<file path="src/hw/rtl/ipsl_pkg.sv">
// Shared types and constants for the incremental PID speed loop.
// Used by the configuration, sequencer and top-level modules; depends on nothing else.
package ipsl_pkg;

  // Field widths of the item and configuration ports.
  localparam int SPEED_W  = 12;
  localparam int DRIVE_W  = 13;
  localparam int GAIN_W   = 16;
  localparam int APB_AW   = 4;
  localparam int APB_DW   = 32;

  // Gain format is Q8.8.
  localparam int GAIN_FRAC_BITS = 8;

  // Fixed control constants.
  localparam logic [DRIVE_W-1:0]        DRIVE_RESET  = 13'd2750;
  localparam logic signed [SPEED_W-1:0] CUTOFF_SPEED = 12'sd150;
  localparam logic signed [SPEED_W-1:0] FAST_SPEED   = 12'sd200;
  localparam int                        DIV_TEN      = 10;

  // Register indexes on the configuration port (byte address 4*index).
  localparam logic [1:0] REG_GAIN_I = 2'd0;
  localparam logic [1:0] REG_GAIN_P = 2'd1;
  localparam logic [1:0] REG_GAIN_D = 2'd2;

  // Sequencer states.
  typedef enum logic [3:0] {
    ST_IDLE,
    ST_ABS,
    ST_DIV,
    ST_COR1,
    ST_COR2,
    ST_ERR,
    ST_MULI,
    ST_MULP,
    ST_MULD,
    ST_ACC,
    ST_SCALE,
    ST_DRIVE
  } state_t;

  // Operand selection for the shared multiplier.
  typedef enum logic [1:0] {
    MSEL_DIV,
    MSEL_INT,
    MSEL_PROP,
    MSEL_DER
  } mul_sel_t;

  // Step strobes from the sequencer to the datapath.
  typedef struct packed {
    logic     in_ready;
    logic     ld_abs;
    logic     ld_cor1;
    logic     ld_cor2;
    logic     ld_err;
    logic     ld_diff;
    logic     acc_load;
    logic     acc_add;
    logic     ld_scale;
    logic     ld_drive;
    mul_sel_t mul_sel;
  } ctl_t;

endpackage

</file>
<file path="src/hw/rtl/ipsl_mul.sv">
// Shared signed multiplier with a registered product.
// Depends on nothing; the top level selects its operands.
module ipsl_mul #(
  parameter int W = 26
) (
  input  logic                  clk,
  input  logic signed [W-1:0]   a,
  input  logic signed [W-1:0]   b,
  output logic signed [2*W-1:0] p
);

  // One product per cycle, registered before any further use.
  always_ff @(posedge clk) begin
    p <= a * b;
  end

endmodule

</file>
<file path="src/hw/rtl/ipsl_apb.sv">
// APB-style configuration registers holding the three Q8.8 loop gains.
// Depends on ipsl_pkg for widths and register indexes.
module ipsl_apb (
  input  logic                                clk,
  input  logic                                rst,
  input  logic                                psel,
  input  logic                                penable,
  input  logic                                pwrite,
  input  logic [ipsl_pkg::APB_AW-1:0]         paddr,
  input  logic [ipsl_pkg::APB_DW-1:0]         pwdata,
  output logic [ipsl_pkg::APB_DW-1:0]         prdata,
  output logic                                pready,
  output logic signed [ipsl_pkg::GAIN_W-1:0]  gain_integral,
  output logic signed [ipsl_pkg::GAIN_W-1:0]  gain_proportional,
  output logic signed [ipsl_pkg::GAIN_W-1:0]  gain_derivative
);
  import ipsl_pkg::*;

  logic [1:0] reg_index;
  logic       wr_en;

  assign pready    = 1'b1;
  assign reg_index = paddr[3:2];
  assign wr_en     = psel && penable && pwrite && pready;

  // Register writes; an index past the last gain is ignored.
  always_ff @(posedge clk) begin
    if (rst) begin
      gain_integral     <= '0;
      gain_proportional <= '0;
      gain_derivative   <= '0;
    end else if (wr_en) begin
      case (reg_index)
        REG_GAIN_I: gain_integral     <= pwdata[GAIN_W-1:0];
        REG_GAIN_P: gain_proportional <= pwdata[GAIN_W-1:0];
        REG_GAIN_D: gain_derivative   <= pwdata[GAIN_W-1:0];
        default: ;
      endcase
    end
  end

  // Read back, sign-extended to the bus width.
  always_comb begin
    case (reg_index)
      REG_GAIN_I: prdata = APB_DW'(gain_integral);
      REG_GAIN_P: prdata = APB_DW'(gain_proportional);
      REG_GAIN_D: prdata = APB_DW'(gain_derivative);
      default:    prdata = '0;
    endcase
  end

endmodule

</file>
<file path="src/hw/rtl/ipsl_seq.sv">
// Sequencer that steps one item through the filter, error and gain phases.
// Depends on ipsl_pkg for the state type and the step strobe struct.
module ipsl_seq (
  input  logic           clk,
  input  logic           rst,
  input  logic           in_valid,
  input  logic           out_free,
  output ipsl_pkg::ctl_t ctl
);
  import ipsl_pkg::*;

  state_t state;
  state_t state_next;

  // State register.
  always_ff @(posedge clk) begin
    if (rst) begin
      state <= ST_IDLE;
    end else begin
      state <= state_next;
    end
  end

  // Next state: a fixed walk, waiting at the end while the result is unread.
  always_comb begin
    state_next = state;
    case (state)
      ST_IDLE:  if (in_valid) state_next = ST_ABS;
      ST_ABS:   state_next = ST_DIV;
      ST_DIV:   state_next = ST_COR1;
      ST_COR1:  state_next = ST_COR2;
      ST_COR2:  state_next = ST_ERR;
      ST_ERR:   state_next = ST_MULI;
      ST_MULI:  state_next = ST_MULP;
      ST_MULP:  state_next = ST_MULD;
      ST_MULD:  state_next = ST_ACC;
      ST_ACC:   state_next = ST_SCALE;
      ST_SCALE: state_next = ST_DRIVE;
      ST_DRIVE: if (out_free) state_next = ST_IDLE;
      default:  state_next = ST_IDLE;
    endcase
  end

  // Step strobes and multiplier operand choice for each state.
  always_comb begin
    ctl         = '0;
    ctl.mul_sel = MSEL_DIV;
    case (state)
      ST_IDLE:  ctl.in_ready = 1'b1;
      ST_ABS:   ctl.ld_abs = 1'b1;
      ST_DIV:   ctl.mul_sel = MSEL_DIV;
      ST_COR1:  ctl.ld_cor1 = 1'b1;
      ST_COR2:  ctl.ld_cor2 = 1'b1;
      ST_ERR:   ctl.ld_err = 1'b1;
      ST_MULI: begin
        ctl.mul_sel = MSEL_INT;
        ctl.ld_diff = 1'b1;
      end
      ST_MULP: begin
        ctl.mul_sel  = MSEL_PROP;
        ctl.acc_load = 1'b1;
      end
      ST_MULD: begin
        ctl.mul_sel = MSEL_DER;
        ctl.acc_add = 1'b1;
      end
      ST_ACC:   ctl.acc_add = 1'b1;
      ST_SCALE: ctl.ld_scale = 1'b1;
      ST_DRIVE: ctl.ld_drive = out_free;
      default: ;
    endcase
  end

endmodule

</file>
<file path="src/hw/rtl/incremental_pid_speed_loop_unit.sv">
// Incremental PID speed loop: top level with datapath, gains and sequencer.
// An accepted item walks the states from ABS to DRIVE before its result shows; the
// next item is taken only once the sequencer is idle, paced by the four passes
// through the one shared multiplier and the steps around them. A waiting result
// stalls only the final step. Synchronous reset clears the filter, error history and
// fast flag, sets the drive to 2750 and the gains to zero; there is no clearing pass.
module incremental_pid_speed_loop_unit #(
  parameter int SPEED_FRAC_BITS = 8,
  parameter int DRIVE_MAX       = 5500
) (
  input  logic                                 clk,
  input  logic                                 rst,
  // Configuration port.
  input  logic                                 psel,
  input  logic                                 penable,
  input  logic                                 pwrite,
  input  logic [ipsl_pkg::APB_AW-1:0]          paddr,
  input  logic [ipsl_pkg::APB_DW-1:0]          pwdata,
  output logic [ipsl_pkg::APB_DW-1:0]          prdata,
  output logic                                 pready,
  // Input items.
  input  logic                                 in_valid,
  output logic                                 in_ready,
  input  logic signed [ipsl_pkg::SPEED_W-1:0]  measured_speed,
  input  logic signed [ipsl_pkg::SPEED_W-1:0]  target_speed,
  input  logic                                 ramp_active,
  input  logic                                 finish_active,
  input  logic                                 loop_enable_in,
  // Result items.
  output logic                                 out_valid,
  input  logic                                 out_ready,
  output logic [ipsl_pkg::DRIVE_W-1:0]         drive_value,
  output logic                                 loop_enable_out,
  output logic signed [ipsl_pkg::SPEED_W-1:0]  filtered_speed
);
  import ipsl_pkg::*;

  // Filtered speed and its derived widths.
  localparam int SW  = SPEED_W + SPEED_FRAC_BITS;  // filtered speed
  localparam int FSW = SW + 4;                     // 6*old + 4*new, signed
  localparam int NW  = SW + 3;                     // its magnitude
  localparam int OW  = NW + 2;                     // multiplier operands
  localparam int K   = NW + 4;                     // reciprocal shift
  localparam int EW  = SW + 1;                     // error
  localparam int DW  = SW + 2;                     // error difference
  localparam int ACW = DW + GAIN_W + 2;            // sum of three products
  localparam int SH  = GAIN_FRAC_BITS + SPEED_FRAC_BITS;
  localparam int QW  = ACW - SH;                   // scaled drive step
  localparam int DSW = QW + 2;                     // drive plus step

  localparam longint unsigned RECIP_L = (64'd1 << K) / 64'd10;
  localparam logic [OW-1:0]   RECIP   = OW'(RECIP_L);
  localparam logic [ACW-1:0]  ACC_BIAS  = ACW'((64'd1 << SH) - 64'd1);
  localparam logic [SW-1:0]   FILT_BIAS = SW'((64'd1 << SPEED_FRAC_BITS) - 64'd1);
  localparam logic signed [DSW-1:0] DMAX_S   = DSW'(DRIVE_MAX);
  localparam logic [DRIVE_W-1:0]    DMAX_U   = DRIVE_W'(DRIVE_MAX);
  localparam logic [NW-1:0]         TEN_N    = NW'(DIV_TEN);

  ctl_t ctl;
  logic out_free;
  logic in_take;

  logic signed [GAIN_W-1:0] gain_i;
  logic signed [GAIN_W-1:0] gain_p;
  logic signed [GAIN_W-1:0] gain_d;

  // Latched item.
  logic signed [SPEED_W-1:0] meas_lat;
  logic signed [SPEED_W-1:0] target_lat;
  logic                      ramp_lat;
  logic                      fin_lat;
  logic                      en_lat;

  // Datapath registers.
  logic signed [FSW-1:0] fsum;
  logic signed [FSW-1:0] fsum_next;
  logic signed [FSW-1:0] fsum_neg;
  logic signed [FSW-1:0] sf_ext;
  logic signed [FSW-1:0] meas_ext;
  logic                  fsign;
  logic [NW-1:0]         mag;
  logic [NW-1:0]         q0;
  logic [NW-1:0]         q0_next;
  logic [NW-1:0]         rem;
  logic [NW-1:0]         quot;
  logic [NW-1:0]         quot_signed;
  logic signed [SW-1:0]  speed_filtered;
  logic signed [EW-1:0]  err;
  logic signed [EW-1:0]  prev_err;
  logic signed [DW-1:0]  diff;
  logic signed [DW-1:0]  prev_diff;
  logic signed [ACW-1:0] acc;
  logic [ACW-1:0]        acc_biased;
  logic signed [QW-1:0]  qacc;
  logic [DRIVE_W-1:0]    drive;
  logic                  has_run_fast;

  // Drive update.
  logic                  cutoff;
  logic                  en_eff;
  logic signed [DSW-1:0] drive_ext;
  logic signed [DSW-1:0] step_ext;
  logic signed [DSW-1:0] dsum;
  logic [DRIVE_W-1:0]    drive_next;
  logic [SW-1:0]         filt_biased;

  // Shared multiplier.
  logic signed [OW-1:0]   mul_a;
  logic signed [OW-1:0]   mul_b;
  logic signed [2*OW-1:0] prod;

  ipsl_apb u_apb (
    .clk               (clk),
    .rst               (rst),
    .psel              (psel),
    .penable           (penable),
    .pwrite            (pwrite),
    .paddr             (paddr),
    .pwdata            (pwdata),
    .prdata            (prdata),
    .pready            (pready),
    .gain_integral     (gain_i),
    .gain_proportional (gain_p),
    .gain_derivative   (gain_d)
  );

  ipsl_seq u_seq (
    .clk      (clk),
    .rst      (rst),
    .in_valid (in_valid),
    .out_free (out_free),
    .ctl      (ctl)
  );

  ipsl_mul #(.W(OW)) u_mul (
    .clk (clk),
    .a   (mul_a),
    .b   (mul_b),
    .p   (prod)
  );

  assign in_ready = ctl.in_ready;
  assign in_take  = in_valid && in_ready;
  assign out_free = !out_valid || out_ready;

  // Multiplier operands: reciprocal of ten for the filter, then the three gains.
  always_comb begin
    case (ctl.mul_sel)
      MSEL_DIV: begin
        mul_a = OW'(mag);
        mul_b = RECIP;
      end
      MSEL_INT: begin
        mul_a = OW'(gain_i);
        mul_b = OW'(err);
      end
      MSEL_PROP: begin
        mul_a = OW'(gain_p);
        mul_b = OW'(diff);
      end
      MSEL_DER: begin
        mul_a = OW'(gain_d);
        mul_b = OW'(prev_diff);
      end
      default: begin
        mul_a = '0;
        mul_b = '0;
      end
    endcase
  end

  // Filter numerator 6*old + 4*new with the new speed in fixed point.
  assign sf_ext    = FSW'(speed_filtered);
  assign meas_ext  = FSW'(measured_speed);
  assign fsum_next = (sf_ext <<< 2) + (sf_ext <<< 1) + (meas_ext <<< (SPEED_FRAC_BITS + 2));
  assign fsum_neg  = -fsum;

  // Quotient estimate from the reciprocal product, then one correction.
  assign q0_next     = prod[K +: NW];
  assign quot        = q0 + NW'(rem >= TEN_N);
  assign quot_signed = fsign ? -quot : quot;

  // Item latch and filter steps.
  always_ff @(posedge clk) begin
    if (in_take) begin
      meas_lat   <= measured_speed;
      target_lat <= target_speed;
      ramp_lat   <= ramp_active;
      fin_lat    <= finish_active;
      en_lat     <= loop_enable_in;
      fsum       <= fsum_next;
    end
    if (ctl.ld_abs) begin
      fsign <= fsum[FSW-1];
      mag   <= fsum[FSW-1] ? fsum_neg[NW-1:0] : fsum[NW-1:0];
    end
    if (ctl.ld_cor1) begin
      q0  <= q0_next;
      rem <= mag - ((q0_next << 3) + (q0_next << 1));
    end
  end

  // Error, difference and gain accumulation.
  always_ff @(posedge clk) begin
    if (ctl.ld_err) begin
      err <= (EW'(target_lat) <<< SPEED_FRAC_BITS) - EW'(speed_filtered);
    end
    if (ctl.ld_diff) begin
      diff <= DW'(err) - DW'(prev_err);
    end
    if (ctl.acc_load) begin
      acc <= prod[ACW-1:0];
    end else if (ctl.acc_add) begin
      acc <= acc + prod[ACW-1:0];
    end
    if (ctl.ld_scale) begin
      qacc <= acc_biased[ACW-1:SH];
    end
  end

  // Truncate toward zero when dropping the fraction bits.
  assign acc_biased = acc + (acc[ACW-1] ? ACC_BIAS : '0);

  // Low-speed cutoff uses the fast flag from before this item.
  assign cutoff = !ramp_lat && !fin_lat && has_run_fast &&
                  (meas_lat > 12'sd0) && (meas_lat < CUTOFF_SPEED);
  assign en_eff = en_lat && !cutoff;

  // Drive step and clamp to 0..DRIVE_MAX.
  assign drive_ext = DSW'({1'b0, drive});
  assign step_ext  = en_eff ? DSW'(qacc) : '0;
  assign dsum      = drive_ext + step_ext;

  always_comb begin
    if (dsum < 0) begin
      drive_next = '0;
    end else if (dsum > DMAX_S) begin
      drive_next = DMAX_U;
    end else begin
      drive_next = dsum[DRIVE_W-1:0];
    end
  end

  // Integer part of the filtered speed, truncated toward zero.
  assign filt_biased = speed_filtered + (speed_filtered[SW-1] ? FILT_BIAS : '0);

  // Loop state carried from item to item.
  always_ff @(posedge clk) begin
    if (rst) begin
      speed_filtered <= '0;
      prev_err       <= '0;
      prev_diff      <= '0;
      drive          <= DRIVE_RESET;
      has_run_fast   <= 1'b0;
    end else begin
      if (ctl.ld_cor2) begin
        speed_filtered <= quot_signed[SW-1:0];
      end
      if (ctl.ld_drive) begin
        drive     <= drive_next;
        prev_err  <= err;
        prev_diff <= diff;
        if (meas_lat > FAST_SPEED) begin
          has_run_fast <= 1'b1;
        end
      end
    end
  end

  // Output register; a new result may be loaded as the old one is taken.
  always_ff @(posedge clk) begin
    if (rst) begin
      out_valid <= 1'b0;
    end else if (ctl.ld_drive) begin
      out_valid <= 1'b1;
    end else if (out_ready) begin
      out_valid <= 1'b0;
    end
  end

  always_ff @(posedge clk) begin
    if (ctl.ld_drive) begin
      drive_value     <= drive_next;
      loop_enable_out <= en_eff;
      filtered_speed  <= filt_biased[SPEED_FRAC_BITS +: SPEED_W];
    end
  end

  // The drive shown never leaves its clamp range.
  a_drive_bound: assert property (@(posedge clk) disable iff (rst)
    out_valid |-> drive_value <= DMAX_U)
    else $error("drive above its upper clamp");

  // Once an item is taken the block is busy on the next cycle.
  a_busy_after_take: assert property (@(posedge clk) disable iff (rst)
    in_valid && in_ready |=> !in_ready)
    else $error("input taken again while an item is in work");

  // Only reset clears the fast flag.
  a_fast_sticky: assert property (@(posedge clk) disable iff (rst)
    !$past(rst) |-> !$fell(has_run_fast))
    else $error("fast flag cleared outside reset");

endmodule
</file>
<file path="config.mk">
export PLATFORM = sky130hd
export DESIGN_NAME = incremental_pid_speed_loop_unit
export DESIGN_NICKNAME = d
export VERILOG_FILES = /design/src/hw/rtl/ipsl_pkg.sv /design/src/hw/rtl/ipsl_mul.sv /design/src/hw/rtl/ipsl_apb.sv /design/src/hw/rtl/ipsl_seq.sv /design/src/hw/rtl/incremental_pid_speed_loop_unit.sv
export SDC_FILE = /design/constraint.sdc
export NUM_CORES = 2
export LEC_CHECK = 0
export BUFFER_PORTS_ARGS = -buffer_cell sky130_fd_sc_hd__buf_2
export CAP_MARGIN = 15
export CORE_UTILIZATION = 35
export CTS_CLUSTER_SIZE = 12
export DETAILED_ROUTE_END_ITERATION = 16
export PLACE_DENSITY_LB_ADDON = 0.15
export SLEW_MARGIN = 20
export SYNTH_ARGS = -nofsm -noshare
export SYNTH_HDL_FRONTEND = slang
export SYNTH_SLANG_ARGS = --single-unit
</file>
<file path="constraint.sdc">
create_clock -name clk -period 23.1 [get_ports clk]
set_clock_uncertainty 0.15 [all_clocks]
set_input_delay 4.62 -clock clk [delete_from_list [all_inputs] [get_ports clk]]
set_output_delay 4.62 -clock clk [all_outputs]
set_load 0.01 [all_outputs]
</file>
==> summary.txt <==
Logic synthesis
  • Register area share after synthesis: 23.8%
  • Netlist cell types: 94
  • Ys flop type: edfxtp_1
  • Net Count, Synth: 6033
  • Post-synth EDFFs: 248
  • Flops & latches, synth: 427
  • Synth warnings: 0
  • Post-Syn Area: 46300 sq um
  • Avg Inst Size Synth: 9.27 sq um
  • Post-Syn Instances: 4990
  • Synth async-reset ratio: 0%

STA
  • Tcrit/Tclk final: 50.8%
  • RSZ-0062 raised after global routing: false
  • Worst slew pin tran: 1150 ps
  • Endpoints failing setup: 0
  • Final hold vios: 0
  • Rel. slew slack: 22.8%
  • Max-slew violations: 0
  • Peak Freq: 85.2 MHz
  • Fin Setup TNS: 0 ps
  • Minimum clock period: 11740 ps

Setup path
  • CP endpoint kind: register
  • Setup crit start kind: register
  • CP dominant cell by count: fa_1
  • Critical path buffer and inverter count: 6
  • CP delay by family, top: adder cells
  • Worst Path Required: 23450 ps
  • Crit Path Category: register to register
  • Max Fanout on Critical Path: 60
  • Crit-path slowest cell: a211oi_1
  • Crit path largest cell delay: 880 ps
  • Crit path DAT: 12080 ps

Drt
  • Remaining antenna violation count: 0
  • WL/cell: 20.5 um
  • Initial DRC Count: 2353
  • Routed Wire Length: 140 mm
  • Drt first pass iters: 6
  • DRC: 0
  • Vias per inst: 5.05
  • Vias: 34530

Global route
  • First-pass GRT wire length: 215 mm
  • Largest net degree at the start of global routing: 70
  • Initial antenna violation count: 3
  • Grt ovf: 0
  • Vias in the first global route: 34891
  • Global Route Usage Sum: 21.4%

Run status
  • Outcome: finished clean

Clock network
  • Clk sink count: 427
  • CTS Buf Count: 48
  • Hold_buf cts: 0
  • Post-CTS resize count: 0
  • CTS tree: done
  • H-tree levels: 2
  • Clk root buf: clkbuf_16
  • CTS clock-pin slew for the worst setup and hold paths: 60 ps
  • Max clock buf depth: 3
  • # Post-CTS Setup Buffers: 0
  • Worst-Skew Late Latency: 610 ps

Floorplan
  • Ports: 131
  • Std cell rows: 133
  • Core outline area: 131000 sq um
  • Horiz. Die Dim: 366 um
  • Initial Util: 35.2%
  • Die area: 134000 sq um
  • Die H: 366 um

Placed design
  • DPL Wire Length: 113 mm
  • IO Port Bufs: 111
  • RD Place Congestion: 0.902
  • Cells after DPL: 6744

Final layout
  • Fin cells: 6833
  • Nets@finish: 6082
  • Ant diodes: 0
  • Share of cells above drive strength 1: 6.14%
  • P&R area growth vs syn: 8.93%

Min path
  • Hold Path Class: register to register

Run
  • Max-cap viol count: 0
[final cells by class]
| type | count | area (sq um) |
|---|---|---|
| clock inverters | 22 | 179 |
| repair buffers | 179 | 1070 |
| well taps | 1755 | 2200 |
| inverters | 871 | 3270 |
| fillers | 13320 | 80900 |
| multi-input cells | 3512 | 31300 |
| clock buffers | 67 | 1340 |
| flip-flops and latches | 427 | 11000 |
[cells in the mapped netlist, drive strengths merged, types with 9 or more instances]
master / n / share of area [%]
inv: 870 / 7.1
nand2: 683 / 5.6
fa: 665 / 29
nor2: 398 / 3.2
ha: 308 / 8.3
a21oi: 289 / 3.1
edfxtp: 248 / 16
xnor2: 187 / 3.5
dfxtp: 179 / 7.7
clkbuf: 151 / 1.2
o21ai: 151 / 1.6
xor2: 67 / 1.3
a21o: 66 / 1.1
nand3: 64 / 0.69
and2: 57 / 0.77
nor3: 52 / 0.56
o21a: 44 / 0.71
nand2b: 37 / 0.50
and3: 32 / 0.43
o21bai: 32 / 0.53
buf: 29 / 0.38
nor2b: 24 / 0.32
a22oi: 23 / 0.37
a211oi: 21 / 0.35
a31oi: 21 / 0.28
mux2i: 20 / 0.43
nand4: 20 / 0.27
o31ai: 18 / 0.30
or3: 18 / 0.24
a222oi: 15 / 0.32
a31o: 13 / 0.25
nor4: 13 / 0.18
a21boi: 12 / 0.19
nor3b: 12 / 0.19
or2: 11 / 0.15
o211ai: 10 / 0.17
a211o: 9 / 0.17
o41ai: 9 / 0.24
[metrics by stage]
stage / instance area (sq um) / util [%] / setup WS (ps) / hold slack (ps)
after floorplan: 46300 / - / 11830 / 258
final: 50400 / 38.4 / 11360 / 304
after detailed placement: 48900 / 37.2 / 11690 / 293
after global routing: 50400 / 38.4 / 11020 / 322
after global placement: 48900 / 37.2 / 11720 / 288
after CTS: 50400 / 38.4 / 11660 / 305
[layer usage]
| layer | vias up | wire length (um) | GRT usage, % |
|---|---|---|---|
| met1 | 17364 | 62600 | 29.1 |
| met3 | 169 | 7700 | 3.21 |
| met4 | 4 | 3940 | 5.50 |
| met2 | 840 | 66000 | 35.3 |
| li1 | 16153 | - | - |
| met5 | - | 22 | 0 |
[cell families after synthesis]
logic type	count (synthesis)	share of synthesized area, %
fa+ha+maj	973	37.1
compound gates	815	11.5
buf+inv	1051	8.67
simple gates	1449	13.6
flops	427	23.8
xor+xnor	254	4.81
other cells	1	0.00810
mux	20	0.433
[state kept, by name, indices dropped and copies added, names as in the netlist, 16 cells and up]
signal / cells
q0: 20
u_apb.gain_integral: 16
u_mul.p: 49
diff: 22
mag: 22
fsum: 23
prev_err: 21
u_apb.gain_derivative: 16
err: 21
qacc: 24
acc: 40
rem: 22
prev_diff: 22
speed_filtered: 20
u_apb.gain_proportional: 16
[worst paths after layout]
check,slack (ps),cells past startpoint,to,startpoint
setup reg to reg,11360,31,u_mul.p[46],u_seq.state[3]
setup / recovery,11360,31,u_mul.p[46],u_seq.state[3]
hold / removal,300,2,prev_err[8],prev_err[8]
hold reg to reg,300,2,prev_err[8],prev_err[8]
[tightest hold or removal path: cells and delay by family, from the launching register on]
family / cells / cell delay [ps]
AND/OR/NAND/NOR: 1 / 50
AO/OA/AOI/OAI: 1 / 50
flip-flops: 1 / 310
[cell usage in the layout (no fill, tap or decap), types with 11 or more instances in the layout]
cell type / netlist / layout
buf_2: 2 / 111
o21a_1: 44 / 44
o21ai_0: 128 / 127
a22oi_1: 23 / 23
nor3_1: 52 / 48
a211oi_1: 20 / 20
o31ai_1: 17 / 17
nand2_1: 682 / 680
a21o_1: 66 / 66
o21ai_1: 21 / 21
or2_2: 11 / 11
edfxtp_1: 248 / 248
nor2_1: 398 / 395
or3_1: 18 / 18
nand4_1: 20 / 20
nand3_1: 64 / 64
clkbuf_1: 151 / 13
and3_1: 32 / 31
xnor2_1: 187 / 187
clkbuf_16: 0 / 49
xor2_1: 67 / 67
o21bai_1: 31 / 31
a222oi_1: 15 / 15
fa_1: 665 / 665
ha_1: 308 / 308
nor4_1: 13 / 13
and2_1: 57 / 56
mux2i_1: 20 / 20
a31oi_1: 21 / 21
dfxtp_1: 179 / 179
inv_1: 869 / 869
buf_4: 17 / 68
a21oi_1: 287 / 287
nand2b_1: 37 / 37
nor2b_1: 24 / 24
Power is not shown: default switching activity piles up to over one toggle a cycle in this logic, so the estimate is an artifact.
